## src/rtl/assert_macros.svh

```systemverilog
// Assertion macros for the RTL files.
`ifndef ASSERT_MACROS_SVH
`define ASSERT_MACROS_SVH

// Same-cycle implication, checked on the rising edge of clk.
`define CHK_IMPL(lbl, ante, cons, msg) \
	lbl: assert property (@(posedge clk) disable iff (!arst_n) (ante) |-> (cons)) \
		else $error(msg);

// Next-cycle implication, checked on the rising edge of clk.
`define CHK_NEXT(lbl, ante, cons, msg) \
	lbl: assert property (@(posedge clk) disable iff (!arst_n) (ante) |=> (cons)) \
		else $error(msg);

`endif

```

## src/rtl/ptpn_pkg.sv

```systemverilog
// Constants, sequencer states and helper functions of the pilot tone PLL.
package ptpn_pkg;

	localparam int CORDIC_STAGES = 16;
	localparam int SAMPLE_WIDTH  = 16;
	localparam int MAX_STAGES    = 24;
	localparam int NSTG = (CORDIC_STAGES > MAX_STAGES) ? MAX_STAGES : CORDIC_STAGES;

	// CORDIC datapath width: sample x Q1.15 x 2^16 plus growth and sign
	localparam int CW    = SAMPLE_WIDTH + 34;
	localparam int AW    = 64;
	localparam int MPW   = 25;
	localparam int CNT_W = 5;

	localparam logic [17:0] GAIN_CP  = 18'd174719;
	localparam logic [17:0] GAIN_CI  = 18'd232980;
	localparam logic [29:0] CORDIC_K = 30'd652032874;

	// configuration register indexes
	localparam logic [1:0] REG_PHASE_STEP     = 2'd0;
	localparam logic [1:0] REG_NORM_BANDWIDTH = 2'd1;
	localparam logic [1:0] REG_NCO_SCALE      = 2'd2;
	localparam logic [1:0] REG_PHASE_ADJUST   = 2'd3;

	typedef enum logic [3:0] {
		SQ_IDLE,
		SQ_MUL_I,
		SQ_MUL_Q,
		SQ_VEC,
		SQ_MUL_KP,
		SQ_MUL_BW2,
		SQ_MUL_KI,
		SQ_MUL_IE,
		SQ_MUL_PE,
		SQ_ROT_FB,
		SQ_FB_WR,
		SQ_MUL_NCO,
		SQ_ROT_OUT,
		SQ_FIN
	} seq_t;

	// atan(2^-i) in 2^-32 turns
	function automatic logic [31:0] atan_turn(input logic [CNT_W-1:0] i);
		logic [31:0] r;
		begin
			case (i)
				5'd0:    r = 32'd536870912;
				5'd1:    r = 32'd316933406;
				5'd2:    r = 32'd167458907;
				5'd3:    r = 32'd85004756;
				5'd4:    r = 32'd42667331;
				5'd5:    r = 32'd21354465;
				5'd6:    r = 32'd10679838;
				5'd7:    r = 32'd5340245;
				5'd8:    r = 32'd2670163;
				5'd9:    r = 32'd1335087;
				5'd10:   r = 32'd667544;
				5'd11:   r = 32'd333772;
				5'd12:   r = 32'd166886;
				5'd13:   r = 32'd83443;
				5'd14:   r = 32'd41722;
				5'd15:   r = 32'd20861;
				5'd16:   r = 32'd10430;
				5'd17:   r = 32'd5215;
				5'd18:   r = 32'd2608;
				5'd19:   r = 32'd1304;
				5'd20:   r = 32'd652;
				5'd21:   r = 32'd326;
				5'd22:   r = 32'd163;
				5'd23:   r = 32'd81;
				default: r = 32'd0;
			endcase
			return r;
		end
	endfunction

	// round half up from 2^30 scale to Q1.15 and saturate
	function automatic logic signed [15:0] to_q15(input logic signed [CW-1:0] x);
		logic signed [CW-1:0] half;
		logic signed [CW-1:0] mx;
		logic signed [CW-1:0] mn;
		logic signed [CW-1:0] r;
		logic signed [15:0]   o;
		begin
			half = CW'(16384);
			mx   = CW'(32767);
			mn   = -mx - CW'(1);
			r    = (x + half) >>> 15;
			if (r > mx)
				o = 16'sh7fff;
			else if (r < mn)
				o = 16'sh8000;
			else
				o = r[15:0];
			return o;
		end
	endfunction

endpackage

```

## src/rtl/pilot_tone_pll_nco_unit.sv

```systemverilog
// Pilot tone PLL: phase detector, PI loop filter and CORDIC NCO on a shared serial datapath.
//
// Input channel: sample with in_valid / in_stall; a word is taken when in_valid is high and
// in_stall low. Output channel: nco_out and phase_error with out_valid / out_stall, one
// result word for every sample word.
// Config port: cfg_we, cfg_index, cfg_data; write only while no sample is in flight.
// All multiplies run on one shift-and-add unit, one multiplier bit per cycle; the
// vectoring and both rotation CORDIC passes run on one shared stage, one iteration a cycle.
// The time from one accept to the next is set by the serial multiplier and the iterative
// CORDIC; out_valid rises when the result is loaded in the final step.
// in_stall is high from accept until the result is loaded into the output register.
// A result waiting in the output register does not block the next sample; a new result
// only waits in the final step while the previous word is still stalled.
// Reset clears the loop state, sets feedback cosine to full scale and loads the register
// defaults (phase step 0, bandwidth 655, scale 4096, adjust 0).
module pilot_tone_pll_nco_unit
	import ptpn_pkg::*;
(
	input  logic                           clk,
	input  logic                           arst_n,
	input  logic                           cfg_we,
	input  logic [1:0]                     cfg_index,
	input  logic [31:0]                    cfg_data,
	input  logic                           in_valid,
	output logic                           in_stall,
	input  logic signed [SAMPLE_WIDTH-1:0] sample,
	output logic                           out_valid,
	input  logic                           out_stall,
	output logic signed [15:0]             nco_out,
	output logic signed [15:0]             phase_error
);

	seq_t seq_q, seq_d;
	logic [CNT_W-1:0] cnt_q, cnt_d;

	logic [31:0]        phase_step_q;
	logic [15:0]        norm_bandwidth_q;
	logic [15:0]        nco_scale_q;
	logic signed [15:0] phase_adjust_q;

	logic signed [AW-1:0]  acc_q, acc_d, mc_q, mc_d;
	logic signed [MPW-1:0] mp_q, mp_d;
	logic signed [CW-1:0]  cx_q, cx_d, cy_q, cy_d;
	logic signed [33:0]    cz_q, cz_d;
	logic                  neg_q, neg_d, zero_q, zero_d;

	logic signed [SAMPLE_WIDTH-1:0] samp_q, samp_d;
	logic signed [15:0] fcos_q, fcos_d, fsin_q, fsin_d, err_q, err_d;
	logic [31:0] integ_q, integ_d, est_q, est_d, ref_q, ref_d, np_q, np_d;
	logic [33:0] kp_q, kp_d;
	logic [34:0] ki_q, ki_d;

	logic               out_valid_q, out_valid_d;
	logic signed [15:0] nco_out_q, nco_out_d, phase_error_q, phase_error_d;

	// shift-and-add multiplier
	logic                  is_mul, first, last;
	logic [CNT_W-1:0]      nbits;
	logic signed [AW-1:0]  src_mc, mc_e, acc_e, addend, prod;
	logic signed [MPW-1:0] src_mp, mp_e;

	// shared CORDIC stage
	logic [31:0]          arg, rot_p;
	logic signed [33:0]   rz0, rz_i, lim, halfturn, ze, z_vec, z_rot, at;
	logic                 rneg_i, nege, zero_e;
	logic signed [CW-1:0] xe, ye, dx, dy, x_vec, y_vec, x_rot, y_rot, xf, yf;

	assign arg = ref_q + est_q;
	assign lim = 34'sd1073741824;
	assign halfturn = 34'sd2147483648;

	always_comb begin
		is_mul = 1'b1;
		nbits  = CNT_W'(NSTG);
		src_mc = '0;
		src_mp = '0;
		case (seq_q)
			SQ_MUL_I: begin
				nbits  = CNT_W'(SAMPLE_WIDTH);
				src_mc = {{(AW-16){fcos_q[15]}}, fcos_q};
				src_mp = {{(MPW-SAMPLE_WIDTH){samp_q[SAMPLE_WIDTH-1]}}, samp_q};
			end
			SQ_MUL_Q: begin
				nbits  = CNT_W'(SAMPLE_WIDTH);
				src_mc = {{(AW-16){fsin_q[15]}}, fsin_q};
				src_mp = {{(MPW-SAMPLE_WIDTH){samp_q[SAMPLE_WIDTH-1]}}, samp_q};
			end
			SQ_MUL_KP: begin
				nbits  = CNT_W'(17);
				src_mc = {{(AW-18){1'b0}}, GAIN_CP};
				src_mp = {{(MPW-16){1'b0}}, norm_bandwidth_q};
			end
			SQ_MUL_BW2: begin
				nbits  = CNT_W'(17);
				src_mc = {{(AW-16){1'b0}}, norm_bandwidth_q};
				src_mp = {{(MPW-16){1'b0}}, norm_bandwidth_q};
			end
			SQ_MUL_KI: begin
				nbits  = CNT_W'(19);
				src_mc = {{(AW-35){1'b0}}, ki_q};
				src_mp = {{(MPW-18){1'b0}}, GAIN_CI};
			end
			SQ_MUL_IE: begin
				nbits  = CNT_W'(16);
				src_mc = {{(AW-35){1'b0}}, ki_q};
				src_mp = {{(MPW-16){err_q[15]}}, err_q};
			end
			SQ_MUL_PE: begin
				nbits  = CNT_W'(16);
				src_mc = {{(AW-34){1'b0}}, kp_q};
				src_mp = {{(MPW-16){err_q[15]}}, err_q};
			end
			SQ_MUL_NCO: begin
				nbits  = CNT_W'(17);
				src_mc = {{(AW-32){1'b0}}, arg};
				src_mp = {{(MPW-16){1'b0}}, nco_scale_q};
			end
			default: is_mul = 1'b0;
		endcase
	end

	assign first  = (cnt_q == '0);
	assign last   = (cnt_q == nbits - CNT_W'(1));
	assign mc_e   = first ? src_mc : mc_q;
	assign mp_e   = first ? src_mp : mp_q;
	assign acc_e  = first ? '0 : acc_q;
	// the multiplier's top bit carries negative weight
	assign addend = mp_e[0] ? (last ? -mc_e : mc_e) : '0;
	assign prod   = acc_e + addend;

	// CORDIC entry values: fold the phase into the right half plane
	assign rot_p = (seq_q == SQ_ROT_FB) ? arg : np_q;
	always_comb begin
		rz0    = {{2{rot_p[31]}}, rot_p};
		rz_i   = rz0;
		rneg_i = 1'b0;
		if (rz0 >= lim) begin
			rz_i   = rz0 - halfturn;
			rneg_i = 1'b1;
		end else if (rz0 < -lim) begin
			rz_i   = rz0 + halfturn;
			rneg_i = 1'b1;
		end
	end

	always_comb begin
		xe     = cx_q;
		ye     = cy_q;
		ze     = cz_q;
		nege   = neg_q;
		zero_e = zero_q;
		if (first) begin
			if (seq_q == SQ_VEC) begin
				zero_e = (cx_q == '0) && (cy_q == '0);
				nege   = 1'b0;
				if (cx_q[CW-1]) begin
					xe = -cx_q;
					ye = -cy_q;
					ze = 34'sh080000000;
				end else begin
					ze = '0;
				end
			end else begin
				xe   = {{(CW-30){1'b0}}, CORDIC_K};
				ye   = '0;
				ze   = rz_i;
				nege = rneg_i;
			end
		end
	end

	assign dx = ye >>> cnt_q;
	assign dy = xe >>> cnt_q;
	assign at = {2'b00, atan_turn(cnt_q)};

	always_comb begin
		if (!ye[CW-1] && (ye != '0)) begin
			x_vec = xe + dx;
			y_vec = ye - dy;
			z_vec = ze + at;
		end else begin
			x_vec = xe - dx;
			y_vec = ye + dy;
			z_vec = ze - at;
		end
		if (!ze[33]) begin
			x_rot = xe - dx;
			y_rot = ye + dy;
			z_rot = ze - at;
		end else begin
			x_rot = xe + dx;
			y_rot = ye - dy;
			z_rot = ze + at;
		end
	end

	assign xf = neg_q ? -cx_q : cx_q;
	assign yf = neg_q ? -cy_q : cy_q;

	always_comb begin
		seq_d   = seq_q;
		cnt_d   = cnt_q;
		acc_d   = acc_q;
		mc_d    = mc_q;
		mp_d    = mp_q;
		cx_d    = cx_q;
		cy_d    = cy_q;
		cz_d    = cz_q;
		neg_d   = neg_q;
		zero_d  = zero_q;
		samp_d  = samp_q;
		fcos_d  = fcos_q;
		fsin_d  = fsin_q;
		err_d   = err_q;
		integ_d = integ_q;
		est_d   = est_q;
		ref_d   = ref_q;
		np_d    = np_q;
		kp_d    = kp_q;
		ki_d    = ki_q;
		nco_out_d     = nco_out_q;
		phase_error_d = phase_error_q;
		out_valid_d   = out_valid_q && out_stall;
		in_stall      = (seq_q != SQ_IDLE);

		if (is_mul) begin
			acc_d = prod;
			mc_d  = mc_e <<< 1;
			mp_d  = mp_e >>> 1;
			cnt_d = last ? '0 : cnt_q + CNT_W'(1);
		end

		case (seq_q)
			SQ_IDLE: begin
				if (in_valid) begin
					samp_d = sample;
					cnt_d  = '0;
					seq_d  = SQ_MUL_I;
				end
			end
			SQ_MUL_I: begin
				if (last) begin
					cy_d  = {prod[CW-17:0], 16'h0000};
					seq_d = SQ_MUL_Q;
				end
			end
			SQ_MUL_Q: begin
				if (last) begin
					cx_d  = {prod[CW-17:0], 16'h0000};
					seq_d = SQ_VEC;
				end
			end
			SQ_VEC: begin
				cx_d   = x_vec;
				cy_d   = y_vec;
				cz_d   = z_vec;
				neg_d  = nege;
				zero_d = zero_e;
				cnt_d  = last ? '0 : cnt_q + CNT_W'(1);
				if (last) begin
					err_d = zero_e ? 16'sh0000 : z_vec[31:16];
					seq_d = SQ_MUL_KP;
				end
			end
			SQ_MUL_KP: begin
				if (last) begin
					kp_d  = prod[33:0];
					seq_d = SQ_MUL_BW2;
				end
			end
			SQ_MUL_BW2: begin
				if (last) begin
					ki_d  = prod[34:0];
					seq_d = SQ_MUL_KI;
				end
			end
			SQ_MUL_KI: begin
				if (last) begin
					ki_d  = prod[50:16];
					seq_d = SQ_MUL_IE;
				end
			end
			SQ_MUL_IE: begin
				if (last) begin
					integ_d = integ_q + prod[47:16];
					seq_d   = SQ_MUL_PE;
				end
			end
			SQ_MUL_PE: begin
				if (last) begin
					est_d = est_q + prod[47:16] + integ_q;
					ref_d = ref_q + phase_step_q;
					seq_d = SQ_ROT_FB;
				end
			end
			SQ_ROT_FB, SQ_ROT_OUT: begin
				cx_d  = x_rot;
				cy_d  = y_rot;
				cz_d  = z_rot;
				neg_d = nege;
				cnt_d = last ? '0 : cnt_q + CNT_W'(1);
				if (last)
					seq_d = (seq_q == SQ_ROT_FB) ? SQ_FB_WR : SQ_FIN;
			end
			SQ_FB_WR: begin
				fcos_d = to_q15(xf);
				fsin_d = to_q15(yf);
				seq_d  = SQ_MUL_NCO;
			end
			SQ_MUL_NCO: begin
				if (last) begin
					np_d  = prod[43:12] + {phase_adjust_q, 16'h0000};
					seq_d = SQ_ROT_OUT;
				end
			end
			SQ_FIN: begin
				if (!(out_valid_q && out_stall)) begin
					nco_out_d     = to_q15(xf);
					phase_error_d = err_q;
					out_valid_d   = 1'b1;
					seq_d         = SQ_IDLE;
				end
			end
			default: seq_d = SQ_IDLE;
		endcase
	end

	always_ff @(posedge clk or negedge arst_n) begin
		if (!arst_n) begin
			seq_q <= SQ_IDLE;
		end else begin
			seq_q <= seq_d;
		end
	end

	always_ff @(posedge clk or negedge arst_n) begin
		if (!arst_n) begin
			cnt_q            <= '0;
			out_valid_q      <= 1'b0;
			phase_step_q     <= '0;
			norm_bandwidth_q <= 16'd655;
			nco_scale_q      <= 16'd4096;
			phase_adjust_q   <= '0;
			integ_q          <= '0;
			est_q            <= '0;
			ref_q            <= '0;
			fcos_q           <= 16'sh7fff;
			fsin_q           <= '0;
		end else begin
			cnt_q       <= cnt_d;
			out_valid_q <= out_valid_d;
			integ_q     <= integ_d;
			est_q       <= est_d;
			ref_q       <= ref_d;
			fcos_q      <= fcos_d;
			fsin_q      <= fsin_d;
			if (cfg_we) begin
				case (cfg_index)
					REG_PHASE_STEP:     phase_step_q     <= cfg_data;
					REG_NORM_BANDWIDTH: norm_bandwidth_q <= cfg_data[15:0];
					REG_NCO_SCALE:      nco_scale_q      <= cfg_data[15:0];
					REG_PHASE_ADJUST:   phase_adjust_q   <= cfg_data[15:0];
					default:            phase_step_q     <= phase_step_q;
				endcase
			end
		end
	end

	always_ff @(posedge clk) begin
		acc_q         <= acc_d;
		mc_q          <= mc_d;
		mp_q          <= mp_d;
		cx_q          <= cx_d;
		cy_q          <= cy_d;
		cz_q          <= cz_d;
		neg_q         <= neg_d;
		zero_q        <= zero_d;
		samp_q        <= samp_d;
		err_q         <= err_d;
		np_q          <= np_d;
		kp_q          <= kp_d;
		ki_q          <= ki_d;
		nco_out_q     <= nco_out_d;
		phase_error_q <= phase_error_d;
	end

	assign out_valid   = out_valid_q;
	assign nco_out     = nco_out_q;
	assign phase_error = phase_error_q;

`include "assert_macros.svh"

	`CHK_NEXT(a_accept_starts, in_valid && !in_stall, seq_q == SQ_MUL_I, "accepted word did not start the multiply")
	`CHK_IMPL(a_cordic_count, seq_q == SQ_VEC || seq_q == SQ_ROT_FB || seq_q == SQ_ROT_OUT, cnt_q < CNT_W'(NSTG), "CORDIC iteration count out of range")
	`CHK_NEXT(a_fin_loads, seq_q == SQ_FIN && !(out_valid && out_stall), out_valid && seq_q == SQ_IDLE, "result not loaded at end of item")

endmodule
```

## config.mk

```make
export PLATFORM = sky130hd
export DESIGN_NAME = pilot_tone_pll_nco_unit
export DESIGN_NICKNAME = d
export VERILOG_FILES = /design/src/rtl/ptpn_pkg.sv /design/src/rtl/pilot_tone_pll_nco_unit.sv
export VERILOG_INCLUDE_DIRS = /design/src /design/src/rtl
export SDC_FILE = /design/constraint.sdc
export NUM_CORES = 2
export LEC_CHECK = 0
export BUFFER_PORTS_ARGS = -buffer_cell sky130_fd_sc_hd__buf_2
export CORE_MARGIN = 4
export CORE_UTILIZATION = 53
export CTS_BUF_LIST = sky130_fd_sc_hd__clkbuf_8
export DETAILED_ROUTE_END_ITERATION = 12
export PLACE_DENSITY = 0.69
export SLEW_MARGIN = 20
export SYNTH_ARGS = -nofsm -noshare
export SYNTH_HDL_FRONTEND = slang
export SYNTH_SLANG_ARGS = --single-unit
```

## constraint.sdc

```tcl
create_clock -name clk -period 12.7 [get_ports clk]
set_input_delay 0 -clock clk [delete_from_list [all_inputs] [get_ports clk]]
set_output_delay 0 -clock clk [all_outputs]
set_load 0.03 [all_outputs]
```

-- Yosys cells after proc, flatten, opt, wreduce, memory -nomap -nowiden
Memory sizes are Yosys's and may differ from the RTL's.
Index checks and enable logic that the tools add are counted.
- register bits after elaboration: 670
- bits in read-only memories: 960
- output and inout bits: 34
- logic and storage cells: 190
- memories kept: 1
- memories (name ; depth ; bits a word ; read ports ; clocked after memory_dff ; write ports ; line ; text):
    (no name shown) ; 32 ; 30 ; 1 ; 0 ; 0 ; ptpn_pkg.sv:46 ; case (i)
- add/sub/neg operators: 22
- order comparisons: 6
- equality and inequality tests: 29
- shifts and indexed selects: 2
- muxes and demuxes: 63
- bitwise logic cells: 1
- reductions and logical operators: 39
- operator list (operator ; number):
    50-bit 2-to-1 mux ; 13
    64-bit case mux with 7 select lines ; 1
    50-bit case mux with 3 select lines ; 2
    64-bit 2-to-1 mux ; 4
    34-bit 2-to-1 mux ; 6
    32-bit adder ; 6
    25-bit case mux with 5 select lines ; 1
    50-bit by 16-bit adder with 50-bit output, second input constant ; 2
    50-bit adder ; 2
    50-bit logical NOT ; 2
    50-bit negation ; 2
    50-bit by 5-bit >>> shifter with 50-bit output ; 2
    50-bit subtractor ; 2
    35-bit by 16-bit greater-than comparator with 1-bit output, second input constant ; 2
    35-bit by 16-bit < comparator with 1-bit output, second input constant ; 2
    35-bit 2-to-1 mux ; 2
    35-bit case mux with 2 select lines ; 1
    34-bit case mux with 2 select lines ; 1
    64-bit adder ; 1
    16-bit 2-to-1 mux ; 4
    32-bit 2-to-1 mux ; 2
    64-bit negation ; 1
    4-bit case mux with 13 select lines ; 1
    50-bit nonzero test ; 1
    other kinds (38) ; 99

-- Longest topological paths before layout
- depth in word-level cells: 10
- mapped depth: 50

-- Least setup slack after synthesis
No wires, ideal clock.
- path type: register -> register
- start: register cnt_q[1]
- end: register est_q[31]
- arrival time: 10817 ps
- required time: 12574 ps
- slack: 1757 ps
- stages on the path, launching flop included: 48
- cell sequence: dfrtp_1 clkbuf_1 clkinv_1 clkbuf_1 buf_1 clkbuf_1 ha_1 or4b_1 buf_2 clkbuf_1 clkbuf_1 clkbuf_1 clkbuf_1 buf_1 clkbuf_1 clkbuf_1 clkbuf_1 clkbuf_1 (+12 left out) xnor2_1 inv_1 fa_1 ha_1 o21ai_0 a2111oi_0 a21boi_0 o211ai_1 and3_1 or4_1 a31oi_1 or4_1 a31oi_1 o21ai_0 a21oi_1 xnor2_1 nor2_1 xor2_1
- cells in the longest elaborated chain, start to end: 8
- elaborated cells on any way between the ends: 12
- RTL lines (element ; line ; text):
    start: declaration ; pilot_tone_pll_nco_unit.sv:34 ; logic [CNT_W-1:0] cnt_q, cnt_d;
    start signal: assignment ; pilot_tone_pll_nco_unit.sv:350 ; cnt_q <= cnt_d;
    5-bit logical NOT ; pilot_tone_pll_nco_unit.sv:122 ; assign first = (cnt_q == '0);
    64-bit 2-to-1 mux ; pilot_tone_pll_nco_unit.sv:124 ; assign mc_e = first ? src_mc : mc_q;
    64-bit negation ; pilot_tone_pll_nco_unit.sv:128 ; assign addend = mp_e[0] ? (last ? -mc_e : mc_e) : '0;
    64-bit 2-to-1 mux (2 in a row) ; pilot_tone_pll_nco_unit.sv:128 ;
    64-bit adder * ; pilot_tone_pll_nco_unit.sv:129 ; assign prod = acc_e + addend;
    net prod[23] ; pilot_tone_pll_nco_unit.sv:59 ; logic signed [AW-1:0] src_mc, mc_e, acc_e, addend, prod;
    32-bit adder * (2 in a row) ; pilot_tone_pll_nco_unit.sv:291 ; est_d = est_q + prod[47:16] + integ_q;
    end signal: assignment ; pilot_tone_pll_nco_unit.sv:353 ; est_q <= est_d;
    end: declaration ; pilot_tone_pll_nco_unit.sv:49 ; logic [31:0] integ_q, integ_d, est_q, est_d, ref_q, ref_d, np_q, np_d;
The timed path passes the listed nets; every way through them passes the cells marked *.
A chain may end at the register's enable or synchronous reset.

-- Worst setup path after layout
- start: register cnt_q[1]
- end: register est_q[30]
- cells in the longest elaborated chain, start to end: 8
- elaborated cells on any way between the ends: 12
- RTL lines (element ; line):
    5-bit logical NOT * ; pilot_tone_pll_nco_unit.sv:122
    64-bit 2-to-1 mux * ; pilot_tone_pll_nco_unit.sv:124
    net mc_e[19] ; pilot_tone_pll_nco_unit.sv:59
    64-bit negation ; pilot_tone_pll_nco_unit.sv:128
    64-bit 2-to-1 mux * (2 in a row) ; pilot_tone_pll_nco_unit.sv:128
    64-bit adder * ; pilot_tone_pll_nco_unit.sv:129
    net prod[29] ; pilot_tone_pll_nco_unit.sv:59
    32-bit adder * (2 in a row) ; pilot_tone_pll_nco_unit.sv:291
Marked as above.

==> metrics.csv <==
stage,metric,value,unit
pwr,Sw Share,43.7,%
logic_synthesis,synth cell count leaders,"826 x nor2_1, 804 x nand2_1, 673 x o21ai_0",
route,routed via count,66472,
critical_path,CP dominant cell by count,a21oi_1,
critical_path,crit path capture type,flip-flop,
clocking,latest clock arrival within the worst-skew pair,0.86,ns
pwr,Int Power,5920,uW
critical_path,CP startpoint,cnt_q[1]$_DFF_PN0_,
logic_synthesis,Yosys top cell area share,19.5,%
global_routing,global routing's busiest layer,met1,
sta,hold violation total from the final report,0,
pwr,clock share of power,21.3,%
logic_synthesis,Ys Warns,0,
cells_and_area,FILL cells,11159,
clocking,CTS tree,yes,
clocking,Clock Path Buffers,3,
pwr,VDD IR max,0.000207,V
route,DR DRC count,0,
cells_and_area,Nets,8694,
logic_synthesis,async set-reset flop share out of synthesis,33.9,%
sta,fin crit share,91.6,%
clocking,clock sink count,644,
floorplanning,row count,128,
clocking,# Post-CTS Setup Buffers,0,
clocking,clock root buffer master,clkbuf_8,
floorplanning,core area,122000,um^2
logic_synthesis,most frequent cell after synthesis,nor2_1,
clocking,CTS Hold Buffers Added,116,
sta,Final setup viols,0,
critical_path,worst r2r src,cnt_q[1]$_DFF_PN0_,
logic_synthesis,post-synthesis average cell area,8.06,um^2
logic_synthesis,Syn Inst Count,8123,
route,DRT Pass-1 Iters,8,
sta,worst slew pin tran,1.15,ns
floorplanning,Die Y,359,um
floorplanning,die width,359,um
global_routing,"Remaining Overflow, GRT",0,
pwr,Sw Pwr,4590,uW
pwr,Logic pwr share,51.0,%
route,Initial DRC Count,9321,
worst_hold_path,Min-Delay Path Class,primary input to flip-flop,
global_routing,GR Util met3,14.1,%
pwr,Lkg Pwr,0.0295,uW
route,Final ANT Viol Nets,0,
critical_path,path depth of the worst reg2reg path,40,
route,vias per cell,6.73,
critical_path,crit path DAT,12.33,ns
clocking,clock slew at reported path FFs,0.08,ns
floorplanning,Top-Level Pins,89,
logic_synthesis,number of flops mapped to enable cells by yosys,426,
clocking,TritonCTS buffer count,117,
global_routing,first-pass GRT wire length,408,mm
route,wire per inst,28.4,um
logic_synthesis,post-synth cell types,104,
sta,fmax,0.0859,GHz
critical_path,crit start category,flip-flop,
route,Total Wirelength,281,mm
global_routing,vias in the first global route,61224,
floorplanning,Starting Density,53.6,%
sta,final hold slack,0.0547,ns
placed_design,PortBufs,88,
sta,RSZ-0062 raised after global routing,no,
sta,setup TNS,0,ns
sta,Final Slew Violations,0,
cells_and_area,area of the multi-input gates,44000,um^2
logic_synthesis,Syn Nets,8679,
global_routing,global-route usage over all layers,41.5,%
critical_path,Max Fanout on Critical Path,43,
critical_path,CP max-delay cell,nor4b_1,
global_routing,largest net degree at the start of global routing,84,
pwr,Pwr Density,147,nW/um^2
logic_synthesis,largest area contributor in the netlist,edfxtp_1,
logic_synthesis,top_reg_cell synth,edfxtp_1,
placed_design,hpwl dp,215,mm
cells_and_area,Area Overhead vs Synth,9.32,%
critical_path,"reg-to-reg slack, setup",1.06,ns
global_routing,met1 usage,58.5,%
sta,Final min period,11.64,ns
logic_synthesis,Synth Register Bits,644,
logic_synthesis,"Seq/Total Area, Yosys",27.9,%
critical_path,Crit Path Class,flip-flop to flip-flop,
run,max cap viols,0,
critical_path,"slowest stage delay, CP",0.74,ns
clocking,H-tree Lvls,3,
logic_synthesis,mapped cell area,65500,um^2
cells_and_area,proportion of layout cells with a drive suffix above 1,9.83,%
pwr,sequential power share,27.7,%
status,status,"finished, final reports clean",
critical_path,r2r endpoint,est_q[30]$_DFFE_PN0P_,
placed_design,GPL Wtd Cong,1.03,
clocking,post-cts repair resize count,0,
cells_and_area,Reg area,18300,um^2
global_routing,grt met2 use,58.0,%
logic_synthesis,Synth area leaders,"edfxtp_1 20%, ha_1 8.8%, dfrtp_1 7.5%",
sta,Slew headroom,22.3,%
floorplanning,Die ar.,129000,um^2
global_routing,initial antenna violation count,32,
sta,Worst Clk Skew,0.0520,ns
critical_path,CP required,13.39,ns
critical_path,Worst setup endpoint,est_q[30]$_DFFE_PN0P_,
cell type report:
type	count	share of cell area [%]
flip-flops and latches	644	25.6
repair buffers	400	4.41
multi-input cells	6561	61.4
inverters	414	2.18
clock inverters	89	1.01
well taps	1625	2.84
clock buffers	132	2.54
diodes	8	0.0280
registers in the layout (all words and copies together) (netlist names), 24 cells and up:
register      count
acc_q            51
cx_q             50
cy_q             50
cz_q             34
est_q            32
integ_q          32
ki_q             35
kp_q             34
mc_q             50
mp_q             24
np_q             32
phase_step_q     32
ref_q            32
cell usage in the layout (no fill, tap or decap), types with 67 or more instances in the layout:
master	count
buf_4	192
o21a_1	84
o31ai_1	106
o21ai_0	670
nor3_1	161
mux2_2	153
o21bai_1	85
nand2_1	802
ha_1	458
a31oi_1	103
nand3_1	136
nand2b_1	87
mux2i_1	220
dlygate4sd3_1	115
and2_1	100
inv_1	441
a21oi_1	617
o22ai_1	81
nor2_1	822
nor2b_1	67
edfxtp_1	426
a211oi_1	74
xor2_1	159
xnor2_1	295
clkbuf_8	132
a21o_1	185
buf_2	87
or3_1	80
dfrtp_1	190
a221oi_1	71
layer usage:
metal / vias to the layer above / wire length [um]
met5: - / 290
met4: 22 / 13100
met3: 710 / 38700
met2: 4120 / 112000
met1: 31871 / 117000
li1: 29749 / -
power by group through the flow:
stage                     sequential, uW  clock (uW)  combinational [uW]
after floorplan                     2850           0                3460
after global placement              2930           0                5050
after detailed placement            2940           0                5130
after CTS                           2900        2240                5200
after global routing                2920        2330                5830
final                               2910        2230                5360
stage by stage:
stage | std cells | area, um^2 | power [uW] | setup slack [ns] | utilization, %
after detailed placement | 9527 | 67800 | 8070 | 1.40 | 55.5
final | 9873 | 71600 | 10500 | 1.06 | 58.6
after global placement | 9527 | 67800 | 7980 | 1.56 | 55.5
after CTS | 9864 | 71500 | 10300 | 1.35 | 58.5
after floorplan | 8123 | 65500 | 6300 | 1.76 | -
after global routing | 9868 | 71600 | 11100 | 0.395 | 58.6
cells by family (layout without fill, tap and decap cells):
family          after synthesis  count (layout)  synth area share [%]
other cells                   0               8                     0
flops                       644             644                  27.9
fa+ha+maj                   501             501                  10.1
simple gates               2661            2661                  19.2
compound gates             2564            2564                  25.2
xor+xnor                    455             455                  6.10
buf+inv                     918            1035                  5.36
mux                         380             380                  6.20
how the worst min path moves through the flow:
stage                     cells after the start         start                                to  slack, ns
after global routing                          3  cfg_data[14]       nco_scale_q[14]$_DFFE_PN0P_       0.02
final                                         3  cfg_data[14]       nco_scale_q[14]$_DFFE_PN0P_       0.05
after floorplan                               0        arst_n                cnt_q[0]$_DFF_PN0_      -0.30
after CTS                                     3  cfg_data[14]       nco_scale_q[14]$_DFFE_PN0P_     0.0004
after global placement                        1        arst_n  norm_bandwidth_q[12]$_DFFE_PN0P_      -0.07
after detailed placement                      1        arst_n  norm_bandwidth_q[12]$_DFFE_PN0P_      -0.06
worst max-delay path: cells and delay by family, from the launching register on:
family	cells	cell delay (ns)
xor gates and xnor gates	3	0.96
AOI/OAI and AO/OA	18	4.22
DFF	1	0.68
buffers and inverters	5	1.56
and+or+nand+nor	10	2.37
adders and majority gates	4	1.63
No activity file was read; power rests on OpenSTA's default activity.
